### config.mk
export PLATFORM = sky130hd
export DESIGN_NAME = sph_mul
export DESIGN_NICKNAME = d
export VERILOG_FILES = /design/src/hdl/sph_pair_force_accumulator_core_assert.svh /design/src/hdl/sph_pkg.sv /design/src/hdl/sph_mul.sv
export SDC_FILE = /design/constraint.sdc
export NUM_CORES = 2
export LEC_CHECK = 0
export ABC_AREA = 1
export BUFFER_PORTS_ARGS = -buffer_cell sky130_fd_sc_hd__buf_2
export CORE_ASPECT_RATIO = 1.5
export CORE_MARGIN = 3
export CORE_UTILIZATION = 30
export DETAILED_ROUTE_END_ITERATION = 7
export HOLD_SLACK_MARGIN = 0.06
export PLACE_DENSITY_LB_ADDON = 0.3
export SLEW_MARGIN = 20
export SYNTH_ARGS = -nofsm -noshare
export SYNTH_HDL_FRONTEND = slang
export SYNTH_SLANG_ARGS = --single-unit
### constraint.sdc
create_clock -name clk -period 20.6 [get_ports clk]
set_clock_uncertainty 0.15 [all_clocks]
set_input_delay 2.06 -clock clk [delete_from_list [all_inputs] [get_ports clk]]
set_output_delay 2.06 -clock clk [all_outputs]
set_load 0.01 [all_outputs]
### src/hdl/sph_pair_force_accumulator_core_assert.svh
// Assertion macros for the SPH pair force accumulator.
// Included by the top-level core, the RTL file that carries concurrent assertions; needs clk and rst in scope.
`ifndef SPH_PAIR_FORCE_ACCUMULATOR_CORE_ASSERT_SVH
`define SPH_PAIR_FORCE_ACCUMULATOR_CORE_ASSERT_SVH
`ifndef SYNTH
`define SPH_ASSERT(lbl, prop, msg) \
  lbl: assert property (@(posedge clk) disable iff (rst) (prop)) else $error(msg);
`define SPH_ASSERT_ALWAYS(lbl, prop, msg) \
  lbl: assert property (@(posedge clk) (prop)) else $error(msg);
`else
`define SPH_ASSERT(lbl, prop, msg)
`define SPH_ASSERT_ALWAYS(lbl, prop, msg)
`endif
`endif

### src/hdl/sph_pkg.sv
// Shared constants, types and helper functions of the SPH pair force accumulator.
// Used by the multiplier, divider, root units and the top-level sequencer.
package sph_pkg;

  localparam int FRAC_BITS = 16;
  localparam int PRES_FRAC = 8;
  localparam int WORD_W    = 64;
  localparam int MAG_W     = 62;
  localparam int REG_W     = 31;
  localparam int SUM_W     = 48;
  localparam int DEN_W     = 34;
  localparam int DIV_DW    = MAG_W + 2 * FRAC_BITS;
  localparam int DIV_CNT_W = $clog2(DIV_DW);
  localparam int ROOT_W    = 32;
  localparam int ROOT_STEPS = ROOT_W;
  localparam int ROOT_CNT_W = $clog2(ROOT_STEPS);
  localparam int PROD_W    = 2 * WORD_W;

  typedef logic [MAG_W-1:0] mag_t;
  typedef logic signed [WORD_W-1:0] sword_t;
  typedef logic signed [SUM_W-1:0] sum_t;

  localparam mag_t MAG_LIMIT = '1;
  localparam sword_t MAG_S = sword_t'({{(WORD_W-MAG_W){1'b0}}, MAG_LIMIT});
  localparam sword_t SUM_MAX = (sword_t'(1) <<< (SUM_W-1)) - sword_t'(1);
  localparam sword_t SUM_MIN = -(sword_t'(1) <<< (SUM_W-1));

  localparam logic [REG_W-1:0] ISH_RESET   = REG_W'(1) << FRAC_BITS;
  localparam logic [REG_W-1:0] KNORM_RESET = REG_W'(29802);
  localparam logic [REG_W-1:0] MASS_RESET  = REG_W'(1000) << FRAC_BITS;
  localparam logic [REG_W-1:0] VISC_RESET  = REG_W'(66);
  localparam logic [REG_W-1:0] GRAV_RESET  = REG_W'(642908);
  localparam logic [REG_W-1:0] DENS_RESET  = REG_W'(1) << FRAC_BITS;

  typedef enum logic [2:0] {
    CFG_ISH   = 3'd0,
    CFG_KNORM = 3'd1,
    CFG_MASS  = 3'd2,
    CFG_VISC  = 3'd3,
    CFG_GRAV  = 3'd4
  } cfg_index_t;

  typedef enum logic [1:0] {
    SH_F      = 2'd0,
    SH_2F     = 2'd1,
    SH_2F_PRS = 2'd2
  } div_shift_t;

  typedef enum logic [4:0] {
    ST_SQX, ST_SQY, ST_ROOT, ST_Q, ST_UU, ST_G,
    ST_PT1, ST_PT2, ST_PN1, ST_PN2, ST_VT1, ST_VT2, ST_VN1, ST_VN2,
    ST_EX, ST_EY, ST_EVX, ST_EVY,
    ST_C, ST_CP, ST_AXP, ST_AYP, ST_MM, ST_MV, ST_CV, ST_AXV, ST_AYV,
    ST_DX, ST_DY, ST_DR
  } step_t;

  typedef struct packed {
    logic              start;
    logic [WORD_W-1:0] a;
    logic [WORD_W-1:0] b;
  } mul_req_t;

  typedef struct packed {
    logic              done;
    mag_t              mag;
    logic [WORD_W-1:0] low;
  } mul_rsp_t;

  typedef struct packed {
    logic             start;
    mag_t             num;
    div_shift_t       sh;
    logic [DEN_W-1:0] den;
  } div_req_t;

  typedef struct packed {
    logic done;
    mag_t quo;
  } div_rsp_t;

  typedef struct packed {
    logic              start;
    logic [WORD_W-1:0] value;
  } sqrt_req_t;

  typedef struct packed {
    logic              done;
    logic [ROOT_W-1:0] root;
  } sqrt_rsp_t;

  function automatic sword_t with_sign(input logic neg, input mag_t m);
    sword_t v;
    v = sword_t'({{(WORD_W-MAG_W){1'b0}}, m});
    return neg ? -v : v;
  endfunction

  function automatic sword_t clamp_mag(input sword_t v);
    if (v > MAG_S) return MAG_S;
    if (v < -MAG_S) return -MAG_S;
    return v;
  endfunction

  function automatic sum_t acc_sum(input sum_t s, input sword_t t);
    sword_t r;
    r = sword_t'(s) + t;
    if (r > SUM_MAX) return sum_t'(SUM_MAX);
    if (r < SUM_MIN) return sum_t'(SUM_MIN);
    return sum_t'(r);
  endfunction

  function automatic logic [31:0] sat32(input logic signed [SUM_W+1:0] v);
    logic signed [SUM_W+1:0] hi;
    logic signed [SUM_W+1:0] lo;
    hi = (SUM_W+2)'(32'sh7FFF_FFFF);
    lo = -(hi + (SUM_W+2)'(1));
    if (v > hi) return 32'h7FFF_FFFF;
    if (v < lo) return 32'h8000_0000;
    return v[31:0];
  endfunction

endpackage

### src/hdl/sph_mul.sv
// Shared 64 x 64 multiplier built from four 32 x 32 partial products, accumulated in turn.
// Gives the raw low word and the product shifted by FRAC_BITS, saturated. Uses sph_pkg.
module sph_mul (
  input  logic             clk,
  input  logic             rst,
  input  sph_pkg::mul_req_t req,
  output sph_pkg::mul_rsp_t rsp
);

  logic [sph_pkg::WORD_W-1:0] a_r;
  logic [sph_pkg::WORD_W-1:0] b_r;
  logic [sph_pkg::PROD_W-1:0] acc;
  logic [sph_pkg::PROD_W-1:0] pp_sh;
  logic [sph_pkg::WORD_W-1:0] pp;
  logic [31:0]                a_sel;
  logic [31:0]                b_sel;
  logic [1:0]                 k;
  logic                       busy;
  logic                       done;

  // Partial product order: a0*b0, a0*b1, a1*b0, a1*b1.
  assign a_sel = k[1] ? a_r[63:32] : a_r[31:0];
  assign b_sel = k[0] ? b_r[63:32] : b_r[31:0];
  assign pp    = a_sel * b_sel;

  always_comb begin
    case (k)
      2'd0:    pp_sh = {64'd0, pp};
      2'd3:    pp_sh = {pp, 64'd0};
      default: pp_sh = {32'd0, pp, 32'd0};
    endcase
  end

  always_ff @(posedge clk) begin
    if (rst) begin
      busy <= 1'b0;
      done <= 1'b0;
      k    <= 2'd0;
    end else begin
      done <= 1'b0;
      if (req.start) begin
        busy <= 1'b1;
        k    <= 2'd0;
      end else if (busy) begin
        k <= k + 2'd1;
        if (k == 2'd3) begin
          busy <= 1'b0;
          done <= 1'b1;
        end
      end
    end
  end

  always_ff @(posedge clk) begin
    if (req.start) begin
      a_r <= req.a;
      b_r <= req.b;
      acc <= '0;
    end else if (busy) begin
      acc <= acc + pp_sh;
    end
  end

  assign rsp.done = done;
  assign rsp.low  = acc[sph_pkg::WORD_W-1:0];
  assign rsp.mag  = (|acc[sph_pkg::PROD_W-1:sph_pkg::FRAC_BITS+sph_pkg::MAG_W]) ?
                    sph_pkg::MAG_LIMIT :
                    acc[sph_pkg::FRAC_BITS+sph_pkg::MAG_W-1:sph_pkg::FRAC_BITS];

endmodule

# == Yosys cells after proc, flatten, opt, wreduce, memory -nomap -nowiden ==
# Cells that the tools add are included.
# totals
input_bits,131
reg_bits,260
# op_classes
add_sub_neg,2
eq_ne,1
mux,8
n_reduce_logical,4
n_mul,1
n_bitwise,1
# ops
cell,n
128-bit case mux with 2 select lines,1
128-bit adder,1
32-bit by 32-bit multiplier with 64-bit output,1
32-bit 2-to-1 mux,2
62-bit 2-to-1 mux,1
50-bit OR reduction,1
1-bit 2-to-1 mux,4
3-bit OR reduction,1
2-bit by 1-bit adder with 2-bit output (second input constant),1
2-bit == test (second input constant),1
2-bit zero test,1
2-bit OR reduction,1
1-bit NOT,1

# == Logic depth before layout (Yosys ltp) ==
# depth
ltp_word,4
mapped_depth,57
depth_no_buf,53

# == Worst setup path after synthesis ==
# Ideal clock, no wire load.
# synth_timing
kind,register -> register
startpoint,reg k[0]
endpoint,reg acc[127] (netlist name)
t_arrival_ns,8.626
setup_ns,0.109
path_stages_with_launch,46
required_ns,20.341
slack_ns,11.714
cell_sequence,dfxtp_1 > buf_2 > inv_2 > clkbuf_1 > or2_2 > o21ai_1 > clkbuf_1 > nor2_1 > fa_1 > inv_1 > fa_1 > fa_1 > fa_1 > inv_1 > fa_1 > inv_1 > fa_1 > inv_1 > [10 not listed] > nand3b_1 > nand2_1 > nand2_1 > nand3_1 > o21ai_0 > ha_1 > a21oi_1 > o21ai_0 > a21oi_1 > nand2_1 > a21oi_1 > nand2_4 > a21oi_1 > nand2_1 > nand3_1 > nand2_1 > inv_2 > nor2_2
# synth_between
elab_chain_cells,4
elab_cells_between_ends,6
classes_between,1 x add/sub; 1 x mul; 1 x eq/ne; 2 x mux; 1 x reduce/logical
# synth_rtl
element,line_no,text
start: declaration,sph_mul.sv:17,logic [1:0] k;
start signal: assignment,sph_mul.sv:45,k <= k + 2'd1;
32-bit 2-to-1 mux,sph_mul.sv:23,assign b_sel = k[0] ? b_r[63:32] : b_r[31:0];
32-bit by 32-bit multiplier with 64-bit output,sph_mul.sv:24,assign pp = a_sel * b_sel;
128-bit case mux with 2 select lines (*),sph_mul.sv:27,case (k)
128-bit adder (*),sph_mul.sv:60,acc <= acc + pp_sh;
end signal: assignment,sph_mul.sv:60,
end: declaration,sph_mul.sv:12,logic [sph_pkg::PROD_W-1:0] acc;
# Mark *: on every way between the ends. The rest lies on a longest branch, timed or not.
# A chain may end at the register's enable or synchronous reset.

# == Worst setup path after layout ==
# layout_timing
startpoint,reg k[0]
endpoint,reg acc[105] (netlist name)
# The elaborated chain is that of the path after synthesis.

==> results.cfg <==
[place]
post-dp-hpwl_mm = 216
io_buffer_count = 257
gp_congestion = 1.05

[sta]
worst_pin_slew_ps = 1260
finalCritPeriodShare_pct = 62.7
setup_viol = 0
relSlewSlack_pct = 15.9
fin_crit_ps = 12920
hold_viol_final = 0
hold_slack_ps = 390
fmax_ghz = 0.0774
fin_setup_tns_ps = 0
finalMaxSlewViolations = 0
rsz0062_at_grt = no

[job]
drv_cap = 0

[yosys]
netlist.area_leader.share_pct = 32.2
synth.most_common_cell = inv_1
avgSynthCellArea_sq_um = 7.29
synthArstFlopShare_pct = 0
ys_seq_area_share_pct = 11.6
synth.cell_area_sq_um = 55700
synth_largest_area_cell = fa_1
synthTopCellsByArea = fa_1 32%, inv_1 11%, nand2_1 9.5%, ha_1 9.0%, nor2_1 8.4%
yosys_register_bits = 260
synth_enable_flop_cells = 128
yosysWarnings = 0
synth.top_cells.by_count = 1563 x inv_1, 1416 x nand2_1, 1246 x nor2_1, 897 x fa_1, 399 x ha_1
synthCells = 7648
syn_nets = 9075
ys_types = 60
ys.flop_type = dfxtp_1

[global_route]
grt_usage_pct = 27.2
grt_overflow_total = 0
grt_start_max_net_pins = 95
grt_pass1_vias = 55965
grt_antenna_before_repair = 10
grt_pass1_wl_mm = 376

[worst_setup_path]
worstSetupEndpointType = flop
cpMostUsedCell = fa_1
cp_max_fo = 34
cpPeakStageDelay_ps = 770
r2r_cells = 41
required_ps = 20990
arrival_ps = 13300
cp-start-kind = flop
critPathKind = flop to flop
critPathSlowestCell = clkinv_1

[finish]
multiInputGateArea_sq_um = 41800
num-nets-final = 9177
fillers = 20081
final_layout_size_suffix_gt1_share_pct = 9.80
regArea_sq_um = 6490
area_delta_synth_final_pct = 9.45

[clock_tree]
clock_path_buffers = 3
cts-resized-gates = 0
cts-root-buf = clkbuf_16
clk_pin_slew_ps = 60
hold_buffers = 0
cts_buffers = 38
clk-insertion-delay-late_ps = 680
htree_levels = 2
postCtsSetupBuffers = 0
clock-sinks = 260
cts_tree = yes

[route]
remaining_drc_errors = 0
dr.pass1.iters = 8
via_count = 52159
routed_wl_mm = 261
antenna_left = 0
wire_per_inst_um = 25.5
viasPerCell = 5.10
drt_iter0_markers = 4011

[hold_path]
min_path_type = flop to flop
hold_depth = 2

[floorplan]
dieArea_sq_um = 191000
std_cell_rows = 193
die_w_um = 358
die_height_um = 534
io_pins = 258
initial_utilization_pct = 30.2
coreArea_sq_um = 184000

[outcome]
outcome = complete, no violations
==> cell type report <==
cell class                      count  share of cell area (%)
Clock inverter                     21                   0.461
Multi-Input combinational cell   5413                    68.5
Timing Repair Buffer              356                    3.35
Sequential cell                   260                    10.6
Antenna cell                        4                  0.0164
Inverter                         1681                    10.3
Tap cell                         2437                    5.00
Clock buffer                       48                    1.66
==> registers in the layout (all words and copies together), names as in the netlist <==
signal	flops
acc	128
b_r	64
busy	1
done	1
a_r	64
k	2
==> final timing paths <==
check	end	slack [ps]	startpoint
max	acc[105]$_SDFFE_PP0P_	7680	k[0]$_SDFFE_PP0P_
min	acc[0]$_SDFFE_PP0P_	390	acc[0]$_SDFFE_PP0P_
max reg2reg	acc[105]$_SDFFE_PP0P_	7680	k[0]$_SDFFE_PP0P_
min reg2reg	acc[0]$_SDFFE_PP0P_	390	acc[0]$_SDFFE_PP0P_
==> placed cells by master (no fill, tap or decap), types with 12 or more instances in the layout <==
cell and count:
inv_1 1562, nand2_1 1415, nor2_1 1244, fa_1 897, ha_1 399, a21oi_1 389
buf_2 256, o21ai_0 212, nand3_1 186, dfxtp_1 129, edfxtp_1 128, buf_4 98
inv_2 97, o21ai_1 71, xor2_1 66, or2_2 61, o21ai_2 59, o21bai_1 42
nor2_2 42, nor3_1 42, clkbuf_16 39, xnor2_1 34, o22ai_1 34, a21o_1 31
clkinv_1 22, nand2_2 22, nand4_1 22, nor4_1 18, a31oi_1 12
==> per-stage QoR <==
step | worst slack [ps] | instance area [sq um] | cells | util, %
final | 7680 | 61000 | 10220 | 33.1
after global routing | 7340 | 61000 | 10217 | 33.1
after CTS | 7800 | 60900 | 10215 | 33.0
after detailed placement | 7850 | 59700 | 10146 | 32.3
after global placement | 7790 | 59600 | 10145 | 32.3
after floorplan | 11710 | 55700 | 7648 | -
==> critical path: cells and delay by family, from the launching register on <==
kind                     cells  cell delay [ps]
XOR/XNOR                     1              690
buffers and inverters        9             1800
adder cells (fa/ha/maj)     10             4910
flip-flops                   1              330
AND/OR/NAND/NOR             14             2630
AO/OA/AOI/OAI                7             2310
==> layer usage <==
| metal | track usage (%) | wire (um) | vias up |
|---|---|---|---|
| met5 | 0 | 90 | - |
| met4 | 22.8 | 27600 | 12 |
| met3 | 4.15 | 15400 | 872 |
| met2 | 47.6 | 128000 | 2298 |
| met1 | 28.4 | 89600 | 25790 |
| li1 | - | - | 23187 |
==> kinds of logic after synthesis <==
kind of cell               after synthesis  synth area share [%]
xor gates and xnor gates               105                  1.65
AOI/OAI and AO/OA                      908                  9.14
buffers and inverters                 1975                  13.8
DFF                                    260                  11.6
and+or+nand+nor                       3104                  22.6
adders and majority gates             1296                  41.2
Power is not shown: default switching activity piles up to over one toggle a cycle in this logic, so the estimate is an artifact.
