File: config.mk
export PLATFORM = sky130hd
export DESIGN_NAME = sph_sqrt
export DESIGN_NICKNAME = d
export VERILOG_FILES = /design/src/hdl/sph_pair_force_accumulator_core_assert.svh /design/src/hdl/sph_pkg.sv /design/src/hdl/sph_sqrt.sv
export SDC_FILE = /design/constraint.sdc
export NUM_CORES = 1
export LEC_CHECK = 0
export BUFFER_PORTS_ARGS = -buffer_cell sky130_fd_sc_hd__buf_2
export CAP_MARGIN = 20
export CORE_MARGIN = 2
export CORE_UTILIZATION = 30
export DETAILED_ROUTE_END_ITERATION = 12
export SLEW_MARGIN = 20
export SYNTH_ARGS = -nofsm -noshare
export SYNTH_HDL_FRONTEND = slang
export SYNTH_SLANG_ARGS = --single-unit
File: constraint.sdc
create_clock -name clk -period 14.1 [get_ports clk]
set_input_delay 0.705 -clock clk [delete_from_list [all_inputs] [get_ports clk]]
set_output_delay 0.705 -clock clk [all_outputs]
set_load 0.02 [all_outputs]
File: src/hdl/sph_pair_force_accumulator_core_assert.svh
// Assertion macros for the SPH pair force accumulator.
// Included by the top-level core, the RTL file that carries concurrent assertions; needs clk and rst in scope.
`ifndef SPH_PAIR_FORCE_ACCUMULATOR_CORE_ASSERT_SVH
`define SPH_PAIR_FORCE_ACCUMULATOR_CORE_ASSERT_SVH
`ifndef SYNTH
`define SPH_ASSERT(lbl, prop, msg) \
  lbl: assert property (@(posedge clk) disable iff (rst) (prop)) else $error(msg);
`define SPH_ASSERT_ALWAYS(lbl, prop, msg) \
  lbl: assert property (@(posedge clk) (prop)) else $error(msg);
`else
`define SPH_ASSERT(lbl, prop, msg)
`define SPH_ASSERT_ALWAYS(lbl, prop, msg)
`endif
`endif

File: src/hdl/sph_pkg.sv
// Shared constants, types and helper functions of the SPH pair force accumulator.
// Used by the multiplier, divider, root units and the top-level sequencer.
package sph_pkg;

  localparam int FRAC_BITS = 16;
  localparam int PRES_FRAC = 8;
  localparam int WORD_W    = 64;
  localparam int MAG_W     = 62;
  localparam int REG_W     = 31;
  localparam int SUM_W     = 48;
  localparam int DEN_W     = 34;
  localparam int DIV_DW    = MAG_W + 2 * FRAC_BITS;
  localparam int DIV_CNT_W = $clog2(DIV_DW);
  localparam int ROOT_W    = 32;
  localparam int ROOT_STEPS = ROOT_W;
  localparam int ROOT_CNT_W = $clog2(ROOT_STEPS);
  localparam int PROD_W    = 2 * WORD_W;

  typedef logic [MAG_W-1:0] mag_t;
  typedef logic signed [WORD_W-1:0] sword_t;
  typedef logic signed [SUM_W-1:0] sum_t;

  localparam mag_t MAG_LIMIT = '1;
  localparam sword_t MAG_S = sword_t'({{(WORD_W-MAG_W){1'b0}}, MAG_LIMIT});
  localparam sword_t SUM_MAX = (sword_t'(1) <<< (SUM_W-1)) - sword_t'(1);
  localparam sword_t SUM_MIN = -(sword_t'(1) <<< (SUM_W-1));

  localparam logic [REG_W-1:0] ISH_RESET   = REG_W'(1) << FRAC_BITS;
  localparam logic [REG_W-1:0] KNORM_RESET = REG_W'(29802);
  localparam logic [REG_W-1:0] MASS_RESET  = REG_W'(1000) << FRAC_BITS;
  localparam logic [REG_W-1:0] VISC_RESET  = REG_W'(66);
  localparam logic [REG_W-1:0] GRAV_RESET  = REG_W'(642908);
  localparam logic [REG_W-1:0] DENS_RESET  = REG_W'(1) << FRAC_BITS;

  typedef enum logic [2:0] {
    CFG_ISH   = 3'd0,
    CFG_KNORM = 3'd1,
    CFG_MASS  = 3'd2,
    CFG_VISC  = 3'd3,
    CFG_GRAV  = 3'd4
  } cfg_index_t;

  typedef enum logic [1:0] {
    SH_F      = 2'd0,
    SH_2F     = 2'd1,
    SH_2F_PRS = 2'd2
  } div_shift_t;

  typedef enum logic [4:0] {
    ST_SQX, ST_SQY, ST_ROOT, ST_Q, ST_UU, ST_G,
    ST_PT1, ST_PT2, ST_PN1, ST_PN2, ST_VT1, ST_VT2, ST_VN1, ST_VN2,
    ST_EX, ST_EY, ST_EVX, ST_EVY,
    ST_C, ST_CP, ST_AXP, ST_AYP, ST_MM, ST_MV, ST_CV, ST_AXV, ST_AYV,
    ST_DX, ST_DY, ST_DR
  } step_t;

  typedef struct packed {
    logic              start;
    logic [WORD_W-1:0] a;
    logic [WORD_W-1:0] b;
  } mul_req_t;

  typedef struct packed {
    logic              done;
    mag_t              mag;
    logic [WORD_W-1:0] low;
  } mul_rsp_t;

  typedef struct packed {
    logic             start;
    mag_t             num;
    div_shift_t       sh;
    logic [DEN_W-1:0] den;
  } div_req_t;

  typedef struct packed {
    logic done;
    mag_t quo;
  } div_rsp_t;

  typedef struct packed {
    logic              start;
    logic [WORD_W-1:0] value;
  } sqrt_req_t;

  typedef struct packed {
    logic              done;
    logic [ROOT_W-1:0] root;
  } sqrt_rsp_t;

  function automatic sword_t with_sign(input logic neg, input mag_t m);
    sword_t v;
    v = sword_t'({{(WORD_W-MAG_W){1'b0}}, m});
    return neg ? -v : v;
  endfunction

  function automatic sword_t clamp_mag(input sword_t v);
    if (v > MAG_S) return MAG_S;
    if (v < -MAG_S) return -MAG_S;
    return v;
  endfunction

  function automatic sum_t acc_sum(input sum_t s, input sword_t t);
    sword_t r;
    r = sword_t'(s) + t;
    if (r > SUM_MAX) return sum_t'(SUM_MAX);
    if (r < SUM_MIN) return sum_t'(SUM_MIN);
    return sum_t'(r);
  endfunction

  function automatic logic [31:0] sat32(input logic signed [SUM_W+1:0] v);
    logic signed [SUM_W+1:0] hi;
    logic signed [SUM_W+1:0] lo;
    hi = (SUM_W+2)'(32'sh7FFF_FFFF);
    lo = -(hi + (SUM_W+2)'(1));
    if (v > hi) return 32'h7FFF_FFFF;
    if (v < lo) return 32'h8000_0000;
    return v[31:0];
  endfunction

endpackage

File: src/hdl/sph_sqrt.sv
// Digit-by-digit integer square root of a 64-bit value, one root bit per cycle.
// Uses sph_pkg for widths and the request and response types.
module sph_sqrt (
  input  logic              clk,
  input  logic              rst,
  input  sph_pkg::sqrt_req_t req,
  output sph_pkg::sqrt_rsp_t rsp
);

  logic [sph_pkg::WORD_W-1:0]     v;
  logic [sph_pkg::WORD_W-1:0]     r;
  logic [sph_pkg::WORD_W-1:0]     b;
  logic [sph_pkg::WORD_W-1:0]     t;
  logic [sph_pkg::ROOT_CNT_W-1:0] cnt;
  logic                           busy;
  logic                           done;

  assign t = r + b;

  always_ff @(posedge clk) begin
    if (rst) begin
      busy <= 1'b0;
      done <= 1'b0;
      cnt  <= '0;
    end else begin
      done <= 1'b0;
      if (req.start) begin
        busy <= 1'b1;
        cnt  <= sph_pkg::ROOT_CNT_W'(sph_pkg::ROOT_STEPS - 1);
      end else if (busy) begin
        cnt <= cnt - 1'b1;
        if (cnt == '0) begin
          busy <= 1'b0;
          done <= 1'b1;
        end
      end
    end
  end

  always_ff @(posedge clk) begin
    if (req.start) begin
      v <= req.value;
      r <= '0;
      b <= sph_pkg::WORD_W'(1) << (sph_pkg::WORD_W - 2);
    end else if (busy) begin
      if (v >= t) begin
        v <= v - t;
        r <= (r >> 1) + b;
      end else begin
        r <= r >> 1;
      end
      b <= b >> 2;
    end
  end

  assign rsp.done = done;
  assign rsp.root = r[sph_pkg::ROOT_W-1:0];

endmodule

; Word-level counts from Yosys, hierarchy flattened
; Cells that the tools add are included.
[classes]
bitwise_logic = 1
magnitude_cmp = 1
add_sub_neg = 4
n_mux = 10
n_reduce_logical = 5
[ops]
columns = operator, count
row1 = $mux W64, 4
row2 = $add A63 B63 Y64, 1
row3 = $add A64 B63 Y64, 1
row4 = $ge A64 B64 Y1, 1
row5 = $sub A64 B64 Y64, 1
row6 = $mux W5, 2
row7 = $logic_not A5 Y1, 1
row8 = $sub A5 B1 Y5 const B, 1
row9 = $mux W1, 4
row10 = $reduce_bool A2 Y1, 2
row11 = $reduce_or A3 Y1, 1
row12 = $reduce_and A2 Y1, 1
row13 = $not A1 Y1, 1
[totals]
ff_bits = 167
input_bits = 67
output_inout_bits = 33

; Longest topological paths before layout
; Gate-level depths: netlist of run 1.
[depth]
word_depth = 5
ltp_mapped = 24

; Least setup slack after synthesis of run 1
; OpenSTA, ideal clock, no wires.
[synth_path]
path_type = reg2reg
start = register r[10] (netlist bit)
end = register v[0] (netlist bit) (enable)
slack_ns = 7.831
setup_time_ns = 0.424
t_required_ns = 13.676
t_arrival_ns = 5.845
path_buffers = 2
path_stages_with_launch = 22
cell_sequence = dfxtp_1 ha_1 a311oi_1 o41ai_1 a211oi_1 nor4_1 nor2_1 o21ai_1 a31oi_1 nor4_1 o21ai_1 xor2_1 ha_1 clkbuf_1 nand4_1 or3_1 or3_1 nor2_1 a211o_1 buf_2 nand2_1 nand2_1
[synth_via]
elab_chain_cells = 4
[synth_lines]
columns = item, line
row1 = start: declaration, sph_sqrt.sv:11  ; logic [sph_pkg::WORD_W-1:0] r;
row2 = start signal: assignment, sph_sqrt.sv:48  ; r <= (r >> 1) + b;
row3 = start signal: assignment, sph_sqrt.sv:50  ; r <= r >> 1;
row4 = $add A64 B63 Y64, sph_sqrt.sv:18  ; assign t = r + b;
row5 = $ge A64 B64 Y1, sph_sqrt.sv:46  ; if (v >= t) begin
row6 = $reduce_bool A2 Y1 (no line), n/a
row7 = $reduce_and A2 Y1 (no line), n/a
row8 = end signal: assignment, sph_sqrt.sv:42  ; v <= req.value;
row9 = end signal: assignment, sph_sqrt.sv:47  ; v <= v - t;
row10 = end: declaration, sph_sqrt.sv:10  ; logic [sph_pkg::WORD_W-1:0] v;
; No other way between the ends.
; A chain may end at the register's enable or synchronous reset.

; Final worst setup path of run 1
[layout_path]
start = register r[16] (netlist bit)
end = register v[43] (netlist bit) (enable)
; The elaborated chain is that of the path after synthesis.

==> summary.md, run 1 <==
| Metric | Value |
|---|---|
| Synthesized area per cell | `roughly 7.9 sq um` |
| Sequential share of the synthesized area | `0.258` |
| Start point of the worst hold path | `rst` |
| Status | `completed` |
| Setup-failing EPs final | `0` |
| Residual DRC | `0` |
| Worst setup margin | `approximately 6.8 ns` |
| Top-Level Pins | `100` |
| First-pass GRT wire length | `74700 um` |
| Share of the synthesized area in the top cell type | `0.134` |
| Post_cts resized | `0` |
| R2R setup slack | `approximately 6.8 ns` |
| Slew margin rel. | `0.359` |
| Clock skew | `0.0158 ns` |
| Yosys warns | `0` |
| P per Cell Area | `between 150 and 200 nW/um^2` |
| Worst hold-check path type | `in2reg` |
| # diodes | `0` |
| CP required | `~14 ns` |
| Total track usage | `0.175` |
| Fmax | `136 MHz` |
| Placement Rows | `83` |
| Endpoints failing hold | `0` |
| Via count | `14700` |
| Post-CTS setup buffers | `0` |
| Clk sinks | `167` |
| Max-cap violations | `0` |
| WP data arrival | `7.41 ns` |
| Starting Density | `0.302` |
| Initial antenna violation count | `0` |
| Post-synthesis cell count | `1962` |
| Syn nets | `2162` |
| Die height | `around 230 um` |
| Fillcell total | `5464` |
| Reg-to-Reg Start | `r[16]` |
| CTS tree | `built` |
| Sum Neg Setup Slack | `0 ns` |
| Crit path time final | `around 7.3 ns` |
| 1st-pass router iterations | `6` |
| Max Root-Sink Buffers | `2` |
| DR vias/cell | `5.56` |
| VDD IR max | `~0.11 mV` |
| RSZ-0062 raised after global routing | `false` |
| Routed Wire Length | `47500 um` |
| ANT nets after route | `0` |
| Mapped Area | `15400 sq um` |
| Setup CP Type | `reg2reg` |
| CP endpoint kind | `flop` |
| TritonCTS buffer count | `17` |
| Routability Congestion | `0.905` |
| FF/Latch Area | `3990 sq um` |
| WHS Path Cells | `2` |
| Area Growth Syn to Fin | `9.01%` |
| RR Endpoint | `v[43]` |
| Routed WL per cell | `17.9 um` |
| Number of synthesized flops with an enable pin | `64` |
| Grt peak-use layer | `met2` |
| Most frequent cells in the layout | `217 x nand2_1, 184 x nor2_1, 169 x o21ai_0` |
| Vias in the first global route | `13800` |
| Commonest non-fill, non-tap cell in the layout | `nand2_1` |
| CP Launch Type | `flop` |
| Clock-pin slew on the worst setup and hold paths | `0.07 ns` |
| Worst Hold End | `cnt[0]` |
| Later-pin clock latency in the skew report | `0.46 ns` |
| FF+latch count, synth | `167` |
| Lkg Pwr | `6.27 nW` |
| Largest net degree at the start of global routing | `112` |
| Reg2reg path depth | `21` |
| Top cells by area, synth | `dfxtp_1 13%, edfxtp_1 12%, ha_1 11%, o21ai_0 5.5%, nand2_1 5.3%` |
| Dpl hpwl | `35800 um` |
| Slew Viols, Final | `0` |
| Slew @ Worst Pin | `0.962 ns` |
| Clock Tree Root | `clkbuf_16` |
| Area leader, netlist | `dfxtp_1` |
| First DRT Iteration DRCs | `1252` |
| Max FO, Critical Path | `64` |
| Number of H-tree levels | `4` |
| Met2 usage | `0.276` |
| Fraction of registers with async set/reset | `0` |
| Nets | `about 2200` |
| Total die area | `between 50000 and 60000 sq um` |
| Die width | `231 um` |
| Fin crit share | `0.520` |
| Dpl ws | `6.76 ns` |
| Core Box Area | `51100 sq um` |
| Cell variety after synth | `83` |
| Layout cells sized above 1 | `0.0892` |
| Met3 Usage GRT | `0.0172` |
| Cts hold-fix bufs | `0` |
| M1 GR Usage | `0.249` |
| Main synth FF type | `dfxtp_1` |
| Area of the multi-input gates | `10600 sq um` |
| Grt ovf | `0` |
| Port bufs | `99` |
per-layer routing:
layer,up-vias,routed length [um]
met5,-,0
met4,0,1080
met3,64,2110
met2,450,21200
met1,7005,23100
li1,7227,-
critical path, cell delays in order (launching register included):
cell	delay, ns
dfxtp_1	0.43
ha_1	0.43
nand2_1	0.08
o41ai_1	0.70
a211oi_1	0.26
nor4_1	0.58
nor2_1	0.13
o21ai_1	0.30
a31oi_1	0.18
nor4_1	0.27
o21ai_1	0.13
xor2_1	0.17
ha_1	0.43
nand4_1	0.18
or3_1	0.32
or3_1	0.32
nor2_1	0.24
a211o_1	0.17
buf_4	0.51
nand2_1	0.21
nand2_2	0.12
buf_4	0.73
logic make-up (layout without fill, tap and decap cells):
family	count (synthesis)	after routing	share of synthesized area
buffers and inverters	182	193	0.0552
XOR/XNOR	143	143	0.0812
multiplexers	56	56	0.0368
AND/OR/NAND/NOR	624	624	0.185
flip-flops	167	167	0.258
AO/OA/AOI/OAI	657	657	0.275
adder cells (fa/ha/maj)	133	133	0.108
registers in the layout, indices dropped and copies added, names as in the netlist:
signal and count:
r 64, cnt 5, busy 1, v 64, done 1, b 32
metrics by stage:
step | total power [mW] | hold slack [ns] | util | area, sq um | cells
5_1_grt | 3.04 | 0.511 | 0.329 | 16800 | 2653
3_3_place_gp | 2.28 | 0.496 | 0.317 | 16200 | 2621
6_report | 2.83 | 0.496 | 0.329 | 16800 | 2653
2_1_floorplan | 1.94 | 0.464 | - | 15400 | 1962
4_1_cts | 2.82 | 0.472 | 0.329 | 16800 | 2653
3_5_place_dp | 2.30 | 0.498 | 0.317 | 16200 | 2621
cells in the mapped netlist, types with 22 or more instances:
| cell type | n |
|---|---|
| nand3_1 | 34 |
| xnor2_1 | 82 |
| o21ai_0 | 169 |
| buf_4 | 38 |
| mux2i_1 | 50 |
| nor2_1 | 184 |
| dfxtp_1 | 103 |
| inv_1 | 55 |
| nand2_1 | 218 |
| xor2_1 | 61 |
| a21o_1 | 50 |
| clkbuf_1 | 72 |
| ha_1 | 132 |
| a311oi_1 | 26 |
| a21oi_1 | 131 |
| edfxtp_1 | 64 |
| o21bai_1 | 28 |
| nand4_1 | 32 |
| o21ai_1 | 22 |
| nor3_1 | 36 |
| or3_1 | 25 |
| a31oi_1 | 66 |
| a211oi_1 | 34 |
power breakdown:
group / total (mW) / internal [mW] / switching, mW / leakage, nW
Sequential: 0.734 / 0.645 / 0.0894 / 1.49
Combinational: 1.59 / 0.597 / 0.992 / 4.48
Clock: 0.505 / 0.293 / 0.212 / 0.305
layout make-up:
class,instances,share of cell area
Multi-Input combinational cell,1613,0.630
Sequential cell,167,0.237
Tap cell,680,0.0506
Timing Repair Buffer,106,0.0330
Clock buffer,20,0.0278
Inverter,55,0.0123
Clock inverter,12,0.00871
worst max-delay path by stage:
stage | from | to | cells past startpoint
6_report | r[16] | v[43] | 21
5_1_grt | r[16] | v[43] | 21
4_1_cts | b[0] | v[43] | 22
3_5_place_dp | r[16] | v[24] | 21
3_3_place_gp | r[16] | v[25] | 21
2_1_floorplan | r[10] | v[0] | 21
No activity file was read; power rests on OpenSTA's default activity.
==> run 2: changes to the inputs <==
==> constraint.sdc (replaced) <==
create_clock -name clk -period 7 [get_ports clk]
set_input_delay 0.35 -clock clk [delete_from_list [all_inputs] [get_ports clk]]
set_output_delay 0.35 -clock clk [all_outputs]
set_load 0.02 [all_outputs]
==> run 2 against run 1 <==
Total power increased by 100%. Cell area increased by 0.33%. Register-to-register slack got worse by 6.1 ns.
==> summary.md, run 2 (synthesis gave the netlist of run 1 again) <==
| Metric | Value |
|---|---|
| CP endpoint kind | `flop` |
| First DRT Iteration DRCs | `1216 (-2.9%)` |
| Crit path from | `r[8]` |
| FF/Latch Area | `3990 sq um (unchanged)` |
| Top-Level Pins | `100 (unchanged)` |
| # diodes | `0 (unchanged)` |
| First-pass GRT wire length | `75000 um (+0.37%)` |
| Endpoints failing hold | `0 (unchanged)` |
| Slew @ Worst Pin | `0.951 ns (-0.0106 ns)` |
| Switching part of the total | `0.458 (+0.000576)` |
| CTS tree | `built` |
| DR vias/cell | `5.50 (-1.1%)` |
| Dpl hpwl | `36000 um (+0.72%)` |
| Area of the multi-input gates | `10600 sq um (unchanged)` |
| Design Power | `5.70 mW (+100%)` |
| WL met2 | `20900 um (-1.3%)` |
| Clock-pin slew on the worst setup and hold paths | `0.07 ns (about the same)` |
| Post-CTS setup buffers | `0 (unchanged)` |
| WP data arrival | `6.67 ns (-0.74 ns)` |
| CP required | `7.37 ns (-6.80 ns)` |
| Dpl ws | `0.781 ns (-5.98 ns)` |
| Cts hold-fix bufs | `0 (unchanged)` |
| Max-cap violations | `0 (unchanged)` |
| Initial antenna violation count | `0 (unchanged)` |
| P per Cell Area | `338 nW/um^2 (+100%)` |
| Total die area | `53200 sq um (unchanged)` |
| Starting Density | `0.302 (unchanged)` |
| Area Growth Syn to Fin | `9.37%` |
| Clk pwr share | `0.173 (-0.006)` |
| Placement Rows | `83 (unchanged)` |
| Worst hold-check path type | `in2reg` |
| Routability Congestion | `0.899 (-0.62%)` |
| Layout cells sized above 1 | `0.0914 (+0.00221)` |
| Fmax | `159 MHz (+17%)` |
| Total track usage | `0.176 (+0.00128)` |
| Setup-failing EPs final | `0 (unchanged)` |
| Most frequent cells in the layout | `217 x nand2_1, 184 x nor2_1, 169 x o21ai_0` |
| Fillcell total | `5437 (-0.49%)` |
| VDD IR max | `0.177 mV (+66%)` |
| Slew Viols, Final | `0 (unchanged)` |
| Setup CP Type | `reg2reg` |
| DR WL met3 | `2160 um (+2.6%)` |
| R2R setup slack | `0.70 ns (-6.06 ns)` |
| Max Root-Sink Buffers | `2 (unchanged)` |
| Die width | `231 um (unchanged)` |
| CP Launch Type | `flop` |
| Fin crit share | `0.899 (+0.379)` |
| Post_cts resized | `0 (unchanged)` |
| Slew margin rel. | `0.366 (+0.00707)` |
| Number of H-tree levels | `4 (unchanged)` |
| TritonCTS buffer count | `17 (unchanged)` |
| Via count | `14600 (-0.79%)` |
| Die height | `231 um (unchanged)` |
| Met1 WL | `23200 um (+0.13%)` |
| Crit path time final | `6.30 ns (-1.04 ns)` |
| Largest regs | `r: 64 flops, v: 64 flops, b: 32 flops` |
| Sw power | `2.61 mW (+100%)` |
| Seq pwr share | `0.259 (about the same)` |
| Later-pin clock latency in the skew report | `0.47 ns (about the same)` |
| RR Endpoint | `r[29]` |
| Grt ovf | `0 (unchanged)` |
| Lkg Pwr | `6.31 nW (+0.52%)` |
| Status | `completed` |
| Port bufs | `99 (unchanged)` |
| RSZ-0062 raised after global routing | `false` |
| Crit path capture | `r[29]` |
| Clock Tree Root | `clkbuf_16` |
| Clock skew | `0.0112 ns (-0.00456 ns)` |
| Core Box Area | `51100 sq um (unchanged)` |
| Reg2reg path depth | `20 (-4.8%)` |
| Vias in the first global route | `13800 (-0.14%)` |
| Commonest non-fill, non-tap cell in the layout | `nand2_1` |
| ANT nets after route | `0 (unchanged)` |
| Reg-to-Reg Start | `r[8]` |
| Sum Neg Setup Slack | `0 ns (unchanged)` |
| Nets | `2167 (+0.32%)` |
| P_int | `3.09 mW (+100%)` |
| Highest routed layer | `met4` |
| Largest net degree at the start of global routing | `85 (-24%)` |
| Routed Wire Length | `47600 um (about the same)` |
| Residual DRC | `0 (unchanged)` |
| Clk sinks | `167 (unchanged)` |
| Routed WL per cell | `17.9 um (-0.23%)` |
| Max FO, Critical Path | `77 (+20%)` |
| Comb pwr share | `0.567 (+0.005)` |
| Worst setup margin | `0.704 ns (-6.06 ns)` |
| 1st-pass router iterations | `5 (-1)` |
[run 2: changes by cell type in the layout (fill, tap and decap cells not counted), sizes merged]
cell	delta
clkinvlp	+1
buf	+7
bufinv	-2
clkinv	-6
clkbuf	+7
[run 2: worst min-delay path by stage]
stage               cells after the start  slack, ns     end  start
detailed placement                      2       0.50   b[62]  b[62]
global placement                        2       0.49   b[62]  b[62]
floorplan                               1       0.42  cnt[0]    rst
CTS                                     2       0.11  cnt[0]    rst
finish                                  2       0.13  cnt[0]    rst
global route                            2       0.14  cnt[0]    rst
[run 2: per-layer routing]
metal | vias up | track usage
met4 | 0 | 0.0623
li1 | 7228 | -
met3 | 72 | 0.0247
met5 | - | 0
met2 | 426 | 0.276
met1 | 6903 | 0.247
[run 2: through the flow]
stage | instances | hold WS, ns | util | instance area (sq um)
2_1_floorplan | 1962 | 0.419 | - | 15400
3_3_place_gp | 2628 | 0.492 | 0.318 | 16300
3_5_place_dp | 2628 | 0.499 | 0.318 | 16300
4_1_cts | 2660 | 0.114 | 0.330 | 16900
5_1_grt | 2660 | 0.137 | 0.330 | 16900
6_report | 2660 | 0.131 | 0.330 | 16900
[run 2: final cells by class]
type	count	area share
clock buffers	27	0.0319
clock inverters	5	0.00326
inverters	55	0.0122
multi-input cells	1613	0.628
flip-flops and latches	167	0.236
well taps	680	0.0504
repair buffers	113	0.0375
[run 2: worst max-delay path, cell delays in order (launching register included)]
cell	delay, ns
dfxtp_1	0.50
ha_1	0.27
a311oi_1	0.15
o41ai_1	0.66
a211oi_1	0.24
nor4_1	0.52
nor2_1	0.13
o21ai_1	0.30
a31oi_1	0.19
nor4_1	0.26
o21ai_1	0.12
xor2_1	0.17
ha_1	0.42
nand4_1	0.15
or3_1	0.32
or3_1	0.33
nor2_1	0.24
a211oi_4	0.09
buf_4	0.37
or3_1	0.44
a311oi_1	0.28
[run 2: power by group through the flow]
stage	Clock, mW	Sequential (mW)	Combinational [mW]
after floorplan	0	1.41	2.50
after global placement	0	1.49	3.13
after detailed placement	0	1.49	3.17
after CTS	1.01	1.47	3.20
after global routing	1.04	1.50	3.57
final	0.989	1.48	3.23
