[src/hdl/sph_pair_force_accumulator_core_assert.svh]
// Assertion macros for the SPH pair force accumulator.
// Included by the top-level core, the RTL file that carries concurrent assertions; needs clk and rst in scope.
`ifndef SPH_PAIR_FORCE_ACCUMULATOR_CORE_ASSERT_SVH
`define SPH_PAIR_FORCE_ACCUMULATOR_CORE_ASSERT_SVH
`ifndef SYNTH
`define SPH_ASSERT(lbl, prop, msg) \
  lbl: assert property (@(posedge clk) disable iff (rst) (prop)) else $error(msg);
`define SPH_ASSERT_ALWAYS(lbl, prop, msg) \
  lbl: assert property (@(posedge clk) (prop)) else $error(msg);
`else
`define SPH_ASSERT(lbl, prop, msg)
`define SPH_ASSERT_ALWAYS(lbl, prop, msg)
`endif
`endif

[src/hdl/sph_pkg.sv]
// Shared constants, types and helper functions of the SPH pair force accumulator.
// Used by the multiplier, divider, root units and the top-level sequencer.
package sph_pkg;

  localparam int FRAC_BITS = 16;
  localparam int PRES_FRAC = 8;
  localparam int WORD_W    = 64;
  localparam int MAG_W     = 62;
  localparam int REG_W     = 31;
  localparam int SUM_W     = 48;
  localparam int DEN_W     = 34;
  localparam int DIV_DW    = MAG_W + 2 * FRAC_BITS;
  localparam int DIV_CNT_W = $clog2(DIV_DW);
  localparam int ROOT_W    = 32;
  localparam int ROOT_STEPS = ROOT_W;
  localparam int ROOT_CNT_W = $clog2(ROOT_STEPS);
  localparam int PROD_W    = 2 * WORD_W;

  typedef logic [MAG_W-1:0] mag_t;
  typedef logic signed [WORD_W-1:0] sword_t;
  typedef logic signed [SUM_W-1:0] sum_t;

  localparam mag_t MAG_LIMIT = '1;
  localparam sword_t MAG_S = sword_t'({{(WORD_W-MAG_W){1'b0}}, MAG_LIMIT});
  localparam sword_t SUM_MAX = (sword_t'(1) <<< (SUM_W-1)) - sword_t'(1);
  localparam sword_t SUM_MIN = -(sword_t'(1) <<< (SUM_W-1));

  localparam logic [REG_W-1:0] ISH_RESET   = REG_W'(1) << FRAC_BITS;
  localparam logic [REG_W-1:0] KNORM_RESET = REG_W'(29802);
  localparam logic [REG_W-1:0] MASS_RESET  = REG_W'(1000) << FRAC_BITS;
  localparam logic [REG_W-1:0] VISC_RESET  = REG_W'(66);
  localparam logic [REG_W-1:0] GRAV_RESET  = REG_W'(642908);
  localparam logic [REG_W-1:0] DENS_RESET  = REG_W'(1) << FRAC_BITS;

  typedef enum logic [2:0] {
    CFG_ISH   = 3'd0,
    CFG_KNORM = 3'd1,
    CFG_MASS  = 3'd2,
    CFG_VISC  = 3'd3,
    CFG_GRAV  = 3'd4
  } cfg_index_t;

  typedef enum logic [1:0] {
    SH_F      = 2'd0,
    SH_2F     = 2'd1,
    SH_2F_PRS = 2'd2
  } div_shift_t;

  typedef enum logic [4:0] {
    ST_SQX, ST_SQY, ST_ROOT, ST_Q, ST_UU, ST_G,
    ST_PT1, ST_PT2, ST_PN1, ST_PN2, ST_VT1, ST_VT2, ST_VN1, ST_VN2,
    ST_EX, ST_EY, ST_EVX, ST_EVY,
    ST_C, ST_CP, ST_AXP, ST_AYP, ST_MM, ST_MV, ST_CV, ST_AXV, ST_AYV,
    ST_DX, ST_DY, ST_DR
  } step_t;

  typedef struct packed {
    logic              start;
    logic [WORD_W-1:0] a;
    logic [WORD_W-1:0] b;
  } mul_req_t;

  typedef struct packed {
    logic              done;
    mag_t              mag;
    logic [WORD_W-1:0] low;
  } mul_rsp_t;

  typedef struct packed {
    logic             start;
    mag_t             num;
    div_shift_t       sh;
    logic [DEN_W-1:0] den;
  } div_req_t;

  typedef struct packed {
    logic done;
    mag_t quo;
  } div_rsp_t;

  typedef struct packed {
    logic              start;
    logic [WORD_W-1:0] value;
  } sqrt_req_t;

  typedef struct packed {
    logic              done;
    logic [ROOT_W-1:0] root;
  } sqrt_rsp_t;

  function automatic sword_t with_sign(input logic neg, input mag_t m);
    sword_t v;
    v = sword_t'({{(WORD_W-MAG_W){1'b0}}, m});
    return neg ? -v : v;
  endfunction

  function automatic sword_t clamp_mag(input sword_t v);
    if (v > MAG_S) return MAG_S;
    if (v < -MAG_S) return -MAG_S;
    return v;
  endfunction

  function automatic sum_t acc_sum(input sum_t s, input sword_t t);
    sword_t r;
    r = sword_t'(s) + t;
    if (r > SUM_MAX) return sum_t'(SUM_MAX);
    if (r < SUM_MIN) return sum_t'(SUM_MIN);
    return sum_t'(r);
  endfunction

  function automatic logic [31:0] sat32(input logic signed [SUM_W+1:0] v);
    logic signed [SUM_W+1:0] hi;
    logic signed [SUM_W+1:0] lo;
    hi = (SUM_W+2)'(32'sh7FFF_FFFF);
    lo = -(hi + (SUM_W+2)'(1));
    if (v > hi) return 32'h7FFF_FFFF;
    if (v < lo) return 32'h8000_0000;
    return v[31:0];
  endfunction

endpackage

[src/hdl/sph_div.sv]
// Bit-serial restoring divider: (num << sh) / den, one quotient bit per cycle.
// Quotients of 2^62 or more, and a zero divisor, saturate. Uses sph_pkg.
module sph_div (
  input  logic             clk,
  input  logic             rst,
  input  sph_pkg::div_req_t req,
  output sph_pkg::div_rsp_t rsp
);

  logic [sph_pkg::DIV_DW-1:0]    dvd;
  logic [sph_pkg::DIV_DW-1:0]    quo;
  logic [sph_pkg::DEN_W-1:0]     rem;
  logic [sph_pkg::DEN_W-1:0]     den_r;
  logic [sph_pkg::DIV_CNT_W-1:0] cnt;
  logic                          zero_den;
  logic                          busy;
  logic                          done;
  logic [sph_pkg::DEN_W:0]       rsh;
  logic [sph_pkg::DEN_W:0]       diff;
  logic                          ge;

  assign rsh  = {rem, dvd[sph_pkg::DIV_DW-1]};
  assign diff = rsh - {1'b0, den_r};
  assign ge   = rsh >= {1'b0, den_r};

  always_ff @(posedge clk) begin
    if (rst) begin
      busy <= 1'b0;
      done <= 1'b0;
      cnt  <= '0;
    end else begin
      done <= 1'b0;
      if (req.start) begin
        busy <= 1'b1;
        cnt  <= sph_pkg::DIV_CNT_W'(sph_pkg::DIV_DW - 1);
      end else if (busy) begin
        cnt <= cnt - 1'b1;
        if (cnt == '0) begin
          busy <= 1'b0;
          done <= 1'b1;
        end
      end
    end
  end

  always_ff @(posedge clk) begin
    if (req.start) begin
      case (req.sh)
        sph_pkg::SH_F:      dvd <= sph_pkg::DIV_DW'(req.num) << sph_pkg::FRAC_BITS;
        sph_pkg::SH_2F:     dvd <= sph_pkg::DIV_DW'(req.num) << (2 * sph_pkg::FRAC_BITS);
        sph_pkg::SH_2F_PRS: dvd <= sph_pkg::DIV_DW'(req.num) <<
                                   (2 * sph_pkg::FRAC_BITS - sph_pkg::PRES_FRAC);
        default:            dvd <= sph_pkg::DIV_DW'(req.num);
      endcase
      rem      <= '0;
      quo      <= '0;
      den_r    <= req.den;
      zero_den <= (req.den == '0);
    end else if (busy) begin
      dvd <= dvd << 1;
      rem <= ge ? diff[sph_pkg::DEN_W-1:0] : rsh[sph_pkg::DEN_W-1:0];
      quo <= {quo[sph_pkg::DIV_DW-2:0], ge};
    end
  end

  assign rsp.done = done;
  assign rsp.quo  = (zero_den || (|quo[sph_pkg::DIV_DW-1:sph_pkg::MAG_W])) ?
                    sph_pkg::MAG_LIMIT : quo[sph_pkg::MAG_W-1:0];

endmodule

[config.mk]
export PLATFORM = sky130hd
export DESIGN_NAME = sph_div
export DESIGN_NICKNAME = d
export VERILOG_FILES = /design/src/hdl/sph_pair_force_accumulator_core_assert.svh /design/src/hdl/sph_pkg.sv /design/src/hdl/sph_div.sv
export SDC_FILE = /design/constraint.sdc
export NUM_CORES = 1
export LEC_CHECK = 0
export BUFFER_PORTS_ARGS = -buffer_cell sky130_fd_sc_hd__buf_2
export CAP_MARGIN = 5
export CORE_MARGIN = 3
export CORE_UTILIZATION = 55
export CTS_CLUSTER_DIAMETER = 60
export DETAILED_ROUTE_END_ITERATION = 12
export GPL_ROUTABILITY_DRIVEN = 0
export PLACE_DENSITY = 0.76
export SETUP_SLACK_MARGIN = 0.05
export SKIP_CTS_REPAIR_TIMING = 1
export SLEW_MARGIN = 40
export SYNTH_ARGS = -nofsm -noshare
export SYNTH_HDL_FRONTEND = slang
export SYNTH_SLANG_ARGS = --single-unit
[constraint.sdc]
create_clock -name clk -period 3.3 [get_ports clk]
set_input_delay 0.165 -clock clk [delete_from_list [all_inputs] [get_ports clk]]
set_output_delay 0.165 -clock clk [all_outputs]
set_load 0.01 [all_outputs]
Word level (Yosys, flattened, before mapping) --
Index checks and enable logic that the tools add are counted.
Storage, ports and cells: flip-flop bits (word level) 266, bits of input ports 101, output and inout bits 63
Cells by class: add/sub/neg operators 2, magnitude comparators 1, equal/unequal tests 2, mux-type cells 11, bitwise operators 1, reductions and logical operators 8
Operators by type and width (number):
- $pmux 94 s3 | 1
- $mux 94 | 2
- $mux 62 | 1
- $ge 35x34->1 | 1
- $logic_not 34->1 | 1
- $mux 34 | 1
- $sub 34x34->34 | 1
- $reduce_or 32->1 | 1
- $mux 7 | 2
- $logic_not 7->1 | 1
- $sub 7x1->7 const B | 1
- $mux 1 | 4
- $reduce_or 3->1 | 1
- $eq 2x1->1 const B | 1
- $eq 2x2->1 const B | 1
- $logic_not 2->1 | 1
- $reduce_bool 2->1 | 1
- $reduce_or 2->1 | 1
- $logic_or 1x1->1 | 1
- $not 1->1 | 1

Logic depth before layout (Yosys ltp) --
Gate-level depths: netlist (run 1).
depth after elaboration 4, depth in mapped cells 13, depth with buffers taken out 13

Worst setup path before layout (run 1) --
No wires, ideal clock.
kind reg-to-reg, start reg dvd[93] (netlist bit), end reg rem[32] (netlist bit), data arrival time 2855 ps, required time 3209 ps, slack 355 ps, cell stages (with the launch flop) 14, buffers on the path 0, cells stage by stage edfxtp_1 inv_1 ha_1 inv_1 fa_1 a21o_1 a221oi_2 o221a_2 o21ai_0 a311oi_1 o2111ai_1 xnor2_1 nand2_1 a311oi_1
On the way: cells in the longest elaborated chain, start to end 2, elaborated cells on any way between the ends 3, classes of those cells add/sub: 1; order compare: 1; mux: 1
Ends and longest elaborated chain:
- from (decl) | line sph_div.sv:10 | logic [sph_pkg::DIV_DW-1:0] dvd;
- from (signal assigned) | line sph_div.sv:49 | sph_pkg::SH_F: dvd <= sph_pkg::DIV_DW'(req.num) << sph_pkg::FRAC_BITS;
- from (signal assigned) | line sph_div.sv:50 | sph_pkg::SH_2F: dvd <= sph_pkg::DIV_DW'(req.num) << (2 * sph_pkg::FRAC_BITS);
- from (signal assigned) | line sph_div.sv:51 | sph_pkg::SH_2F_PRS: dvd <= sph_pkg::DIV_DW'(req.num) <<
- $sub 34x34->34 / $ge 35x34->1 (equally long branches) | line sph_div.sv:23, sph_div.sv:24
- $mux 34 * | line sph_div.sv:61 | rem <= ge ? diff[sph_pkg::DEN_W-1:0] : rsh[sph_pkg::DEN_W-1:0];
- to (signal assigned) | line sph_div.sv:61
- to (decl) | line sph_div.sv:12 | logic [sph_pkg::DEN_W-1:0] rem;
Mark *: on every way between the ends. The rest lies on a longest branch, timed or not. A chain may end at the register's enable or synchronous reset.

Worst setup path in the final report (run 1) --
Ends and elaborated chain as after synthesis.

==> impl_metrics.py, run 1 <==
metrics = {
    "cts": {
        "clk_pin_slew_worst_paths_ns": 0.06,
        "cts_root_buf": "clkbuf_16",
        "cts_sinks": 266,
        "clock_path_buffers": 3,
        "clock_latency_ns": 0.55,
        "numCtsBuffers": 30,
        "htreeDepth": 1,
        "cts_tree": "yes",
    },
    "sta": {
        "relSlewSlack_pct": 54.1,
        "fin_crit_sh_pct": 93.5,
        "min_period_ns": 3.09,
        "rsz0062_at_grt": "yes",
        "whs_ns": -0.0322,
        "finalSetupViolCount": 0,
        "fin_worst_skew_ns": 0.0146,
        "hold_violations": 6,
        "tightest_slew_ns": 0.689,
        "maxSlewViolCount": 0,
        "setup_slack_ns": 0.215,
        "fmax_mhz": 324,
    },
    "pwr": {
        "power_switching_mw": 2.40,
        "combPwrFrac_pct": 17.8,
        "sequentialPowerShare_pct": 42.4,
        "p_sw_share_pct": 26.6,
        "max-vdd-ir-drop_mv": 0.378,
        "p_leak_nw": 6.86,
        "p_per_area_nw_per_um2": 537,
        "p_total_mw": 9.01,
        "p_clk_share_pct": 39.8,
        "p_int_mw": 6.61,
    },
    "drt": {
        "dr.pass1.iters": 5,
        "drt_wl_total_microns": 34000,
        "drc": 0,
        "vias_per_cell": 5.86,
        "drtIter0Drc": 1036,
        "post_drt_wl_per_cell_microns": 17.5,
        "num_vias": 11370,
        "ant_nets": 0,
    },
    "setup_path": {
        "critPathLaunchType": "flop",
        "slowest_delay_ns": 0.40,
        "path_class": "flop to flop",
        "end_kind": "flop",
        "crit_arrival_ns": 3.55,
        "path_cells": "inv_1, ha_1, inv_1, fa_1, a21o_1, a221oi_4, o221a_4, o21ai_1, a311oi_1, buf_4, o2111ai_1, xnor2_1, nand2_1, a311oi_2",
        "crit_top_cell": "inv_1",
        "r2r_start": "dvd[93]",
        "startpoint": "dvd[93]",
        "cp_data_required_time_ns": 3.76,
        "cp_top_family": "compound AO/OA/AOI/OAI gates",
        "path_max_fanout": 4,
        "crit_buf_inv": 3,
        "cpMaxStageDelayCell": "edfxtp_1",
    },
    "flow_run": {
        "cap_viol_max_count": 0,
    },
    "hold_path": {
        "hp-class": "input pin to flop",
        "hp-start": "req[43]",
    },
    "synth": {
        "yosysUniqueCellTypes": 68,
        "ys_dominant_reg_cell": "dfxtp_1",
        "synth_warnings": 0,
        "synth_seq_area_share_pct": 46.9,
        "synth_seq_cells": 266,
        "syn_inst": 1420,
        "syn-cell-area_sq_um": 14100,
        "synth_fp_nets": 1558,
        "synth_edf_count": 129,
        "async_flop_share_pct": 0,
        "avgSynthCellArea_sq_um": 9.93,
    },
    "final_layout": {
        "stdcell_count": 1941,
        "finalNetCount": 1728,
        "area_growth_pct": 19.0,
        "drive_gt1_share_pct": 20.2,
    },
    "placed_design": {
        "io_buffers": 163,
        "hpwl_microns": 22300,
        "dp.cells": 1833,
        "place_ws_ns": 0.0516,
    },
    "grt": {
        "gr-total-overflow": 0,
        "track_usage_pct": 22.9,
        "grt_max_degree": 161,
        "antenna_found_initial": 8,
        "grt_pass1_wl_microns": 53600,
        "grt_pass1_vias": 10436,
    },
    "floorplan": {
        "num_rows": 57,
        "io-pin-count": 164,
        "start_util_pct": 57.0,
        "core_sq_um": 24700,
        "dieArea_sq_um": 27600,
        "die_y_microns": 166,
        "die_x_microns": 166,
    },
    "outcome": {
        "violations": "hold timing",
        "status": "finished, violations left",
    },
}
==> synthesized netlist by cell type, drive strengths merged (3+ instances only) <==
library cell | instances | share of area, %
a2111oi | 4 | 0.43
a211o | 4 | 0.25
a211oi | 6 | 0.32
a21o | 12 | 0.64
a21oi | 117 | 4.2
a22oi | 8 | 0.43
a311oi | 28 | 1.7
a31oi | 10 | 0.44
buf | 33 | 1.2
clkbuf | 64 | 1.7
dfxtp | 137 | 19
edfxtp | 129 | 27
ha | 36 | 3.2
inv | 71 | 1.9
mux2 | 40 | 3.2
mux2i | 101 | 7.2
mux4 | 30 | 4.8
nand2 | 96 | 2.6
nand2b | 69 | 3.1
nand3 | 16 | 0.57
nand4 | 12 | 0.53
nor2 | 209 | 5.6
nor2b | 17 | 0.75
nor3 | 10 | 0.36
nor3b | 9 | 0.48
nor4 | 19 | 0.84
o211ai | 6 | 0.32
o21ai | 51 | 1.9
o21bai | 6 | 0.32
o22ai | 3 | 0.13
or3 | 3 | 0.13
xnor2 | 19 | 1.2
xor2 | 14 | 0.87
==> cells by family after synthesis <==
group	Yosys count	share of synthesized area [%]
flip-flops	266	46.9
buffers and inverters	169	4.78
AND/OR/NAND/NOR	474	15.6
XOR/XNOR	33	2.05
AO/OA/AOI/OAI	270	12.1
adder cells (fa/ha/maj)	37	3.34
multiplexers	171	15.2
==> per-layer routing <==
metal	part of all wire [%]	wire, microns	track usage (%)	up-vias
met5	0.17	57	0	-
met4	1.8	628	5.46	8
met3	8.6	2930	4.55	61
met2	46	15600	36.1	486
met1	44	14800	33.1	5386
li1	-	-	-	5429
==> state kept, by name, indices dropped and copies added, names as in the netlist <==
| signal | count |
|---|---|
| cnt | 7 |
| done | 1 |
| den_r | 34 |
| quo | 94 |
| dvd | 94 |
| rem | 34 |
| busy | 1 |
| zero_den | 1 |
==> final cells by class <==
cell class | instances | area (sq um)
multi-input combinational | 985 | 6840
inverter | 72 | 270
tap | 324 | 405
clock inverter | 13 | 154
timing repair buffer | 235 | 1540
fill | 1906 | 7970
clock buffer | 43 | 936
antenna | 3 | 7.51
sequential | 266 | 6620
==> placed cells by master, fill, tap and decap left out, drive strengths merged, types with 9 or more instances in the layout <==
| master | n |
|---|---|
| a31oi | 10 |
| mux2i | 101 |
| mux4 | 30 |
| dlygate4sd3 | 44 |
| nand2 | 96 |
| a311oi | 28 |
| nand4 | 12 |
| inv | 75 |
| xnor2 | 19 |
| nand3 | 16 |
| nand2b | 69 |
| edfxtp | 129 |
| a21oi | 117 |
| dfxtp | 137 |
| mux2 | 40 |
| clkbuf | 43 |
| o21ai | 51 |
| nor2b | 17 |
| nor4 | 19 |
| nor2 | 209 |
| nor3 | 10 |
| a21o | 12 |
| nor3b | 9 |
| buf | 191 |
| xor2 | 14 |
| ha | 36 |
==> power groups by stage <==
stage | clock network, mW | registers [mW] | logic, mW
after CTS | 3.65 | 3.82 | 1.51
after detailed placement | 0 | 3.89 | 1.50
after global routing | 3.78 | 3.85 | 1.76
after floorplan | 0 | 3.86 | 1.11
after global placement | 0 | 3.88 | 1.47
final | 3.59 | 3.82 | 1.60
==> path summary, 6_finish.rpt <==
kind                            endpoint  slack, ns  cells after the start
worst min-delay path              dvd[7]      -0.03                      3
worst min register to register   rem[22]       0.50                      2
worst max register to register   rem[32]       0.21                     14
worst max-delay path             rem[32]       0.21                     14
==> worst min-delay path, delay by kind of cell <==
| family | cells | cell delay (ns) |
|---|---|---|
| compound gates | 1 | 0.06 |
| simple gates | 1 | 0.05 |
| buf+inv | 1 | 0.13 |
==> stage by stage <==
step,utilization [%],hold slack [ns],TNS (ns),cell area (sq um)
final,67.8,-0.0322,0,16800
after global routing,67.8,0.00193,-0.0107,16800
after CTS,65.6,-0.224,0,16200
after detailed placement,61.2,0.359,0,15100
after global placement,61.2,0.357,0,15100
after floorplan,-,0.264,0,14100
(Power assumes the default switching activity.)
==> run 2: changes to the inputs <==
REMOVE_ABC_BUFFERS = 1   (was not set)
==> run 2 against run 1 <==
  * Final area shrank 0.72%
  * Largest power group unchanged
  * Register-to-register slack lost 0.17 ns
  * Critical endpoint is now rem[33]
  * The run still ends with hold timing left
  * Routed wire length is 2.2% lower
==> impl_metrics.py, run 2 (same netlist as run 1, synthesis figures left out) <==
metrics = {
    "hold_path": {
        "hp-class": "input pin to flop",
    },
    "pwr": {
        "p_clk_share_pct": 37.5,
        "combPwrFrac_pct": 18.4,
        "p_leak_nw": 6.78,
        "p_per_area_nw_per_um2": 521,
        "p_sw_share_pct": 26.7,
        "p_int_mw": 6.36,
        "max-vdd-ir-drop_mv": 0.664,
        "power_switching_mw": 2.32,
        "sequentialPowerShare_pct": 44.1,
    },
    "placed_design": {
        "hpwl_microns": 21800,
        "io_buffers": 163,
    },
    "floorplan": {
        "dieArea_sq_um": 27600,
        "io-pin-count": 164,
        "core_sq_um": 24700,
        "num_rows": 57,
        "die_y_microns": 166,
        "start_util_pct": 57.0,
        "die_x_microns": 166,
    },
    "sta": {
        "finalSetupViolCount": 0,
        "rsz0062_at_grt": "yes",
        "fin_crit_sh_pct": 98.8,
        "hold_violations": 5,
        "tightest_slew_ns": 0.782,
        "whs_ns": -0.0429,
        "fin_worst_skew_ns": 0.0128,
        "relSlewSlack_pct": 47.8,
        "min_period_ns": 3.26,
        "tns_ns": 0,
        "fmax_mhz": 307,
        "maxSlewViolCount": 0,
    },
    "cts": {
        "cts_root_buf": "clkbuf_16",
        "cts_sinks": 266,
        "htreeDepth": 1,
        "clock_latency_ns": 0.54,
        "cts_tree": "yes",
        "clock_path_buffers": 3,
        "numCtsBuffers": 28,
        "clk_pin_slew_worst_paths_ns": 0.06,
    },
    "grt": {
        "antenna_found_initial": 1,
        "grt_pass1_vias": 10472,
        "grt_pass1_wl_microns": 52500,
        "gr-total-overflow": 0,
        "track_usage_pct": 22.4,
        "grt_max_degree": 105,
    },
    "drt": {
        "ant_nets": 0,
        "dr.pass1.iters": 5,
        "drt_wl_total_microns": 33200,
        "drtIter0Drc": 924,
        "vias_per_cell": 5.76,
        "post_drt_wl_per_cell_microns": 17.2,
        "num_vias": 11125,
        "drc": 0,
    },
    "outcome": {
        "violations": "hold timing",
        "status": "finished, violations left",
    },
    "setup_path": {
        "crit_arrival_ns": 3.71,
        "end_kind": "flop",
        "critPathLaunchType": "flop",
        "path_class": "flop to flop",
        "path_max_fanout": 6,
        "cp_data_required_time_ns": 3.75,
    },
    "final_layout": {
        "n_fill_cell": 1886,
        "area_growth_pct": 18.1,
        "drive_gt1_share_pct": 19.5,
        "final_cell_mix": "nor2_1 (207), buf_2 (161), dfxtp_1 (136)",
        "largestRegisters": "dvd (94), quo (94)",
        "finalNetCount": 1725,
        "antennaDiodeCount": 0,
        "mostFrequentLayoutCell": "nor2_1",
        "post-route-util_pct": 67.3,
    },
    "flow_run": {
        "cap_viol_max_count": 0,
    },
}
[run 2: per-layer routing]
metal / part of all wire [%] / vias to the layer above / GRT usage (%)
li1: - / 5408 / -
met2: 49 / 373 / 38.3
met4: 3.0 / 2 / 7.34
met1: 42 / 5262 / 29.4
met5: 0.039 / - / 0
met3: 5.4 / 80 / 3.59
[run 2: layout make-up]
type / instances / area (sq um) / area share [%]
tap: 324 / 405 / 2.43
clock buffer: 38 / 815 / 4.89
multi-input combinational: 985 / 6840 / 41.1
inverter: 72 / 270 / 1.62
clock inverter: 14 / 154 / 0.924
timing repair buffer: 234 / 1550 / 9.32
sequential: 266 / 6620 / 39.8
[run 2: final timing paths]
kind / start / endpoint / slack [ns] / depth (start not counted)
worst max-delay path: rem[13] / rem[33] / 0.04 / 10
worst min-delay path: req[45] / dvd[9] / -0.04 / 3
worst max register to register: rem[13] / rem[33] / 0.04 / 10
worst min register to register: rem[22] / rem[22] / 0.50 / 2
[run 2: critical path, stage by stage (launching register included)]
cell	delay, ns
dfxtp_1	0.33
ha_1	0.39
a21oi_1	0.22
o21ai_0	0.18
a2111oi_1	0.42
o21ai_1	0.29
a2111oi_4	0.44
nor2_1	0.17
o2bb2ai_1	0.17
mux2_1	0.31
a311oi_1	0.24
[run 2: stage by stage]
| step | setup slack (ns) | power (mW) | cells | area, sq um |
|---|---|---|---|---|
| after floorplan | -3.24 | 4.89 | 1323 | 13700 |
| after global placement | 0.166 | 5.37 | 1828 | 15100 |
| after detailed placement | 0.0631 | 5.40 | 1829 | 15200 |
| after CTS | 0.0453 | 8.66 | 1881 | 16100 |
| after global routing | -0.0990 | 9.05 | 1933 | 16700 |
| final | 0.0404 | 8.68 | 1933 | 16700 |
[run 2: power groups by stage]
stage | Sequential, mW | Combinational, mW | Clock, mW
floorplan | 3.90 | 0.993 | 0
global placement | 3.89 | 1.48 | 0
detailed placement | 3.89 | 1.51 | 0
CTS | 3.82 | 1.52 | 3.32
global route | 3.85 | 1.76 | 3.45
finish | 3.83 | 1.60 | 3.26
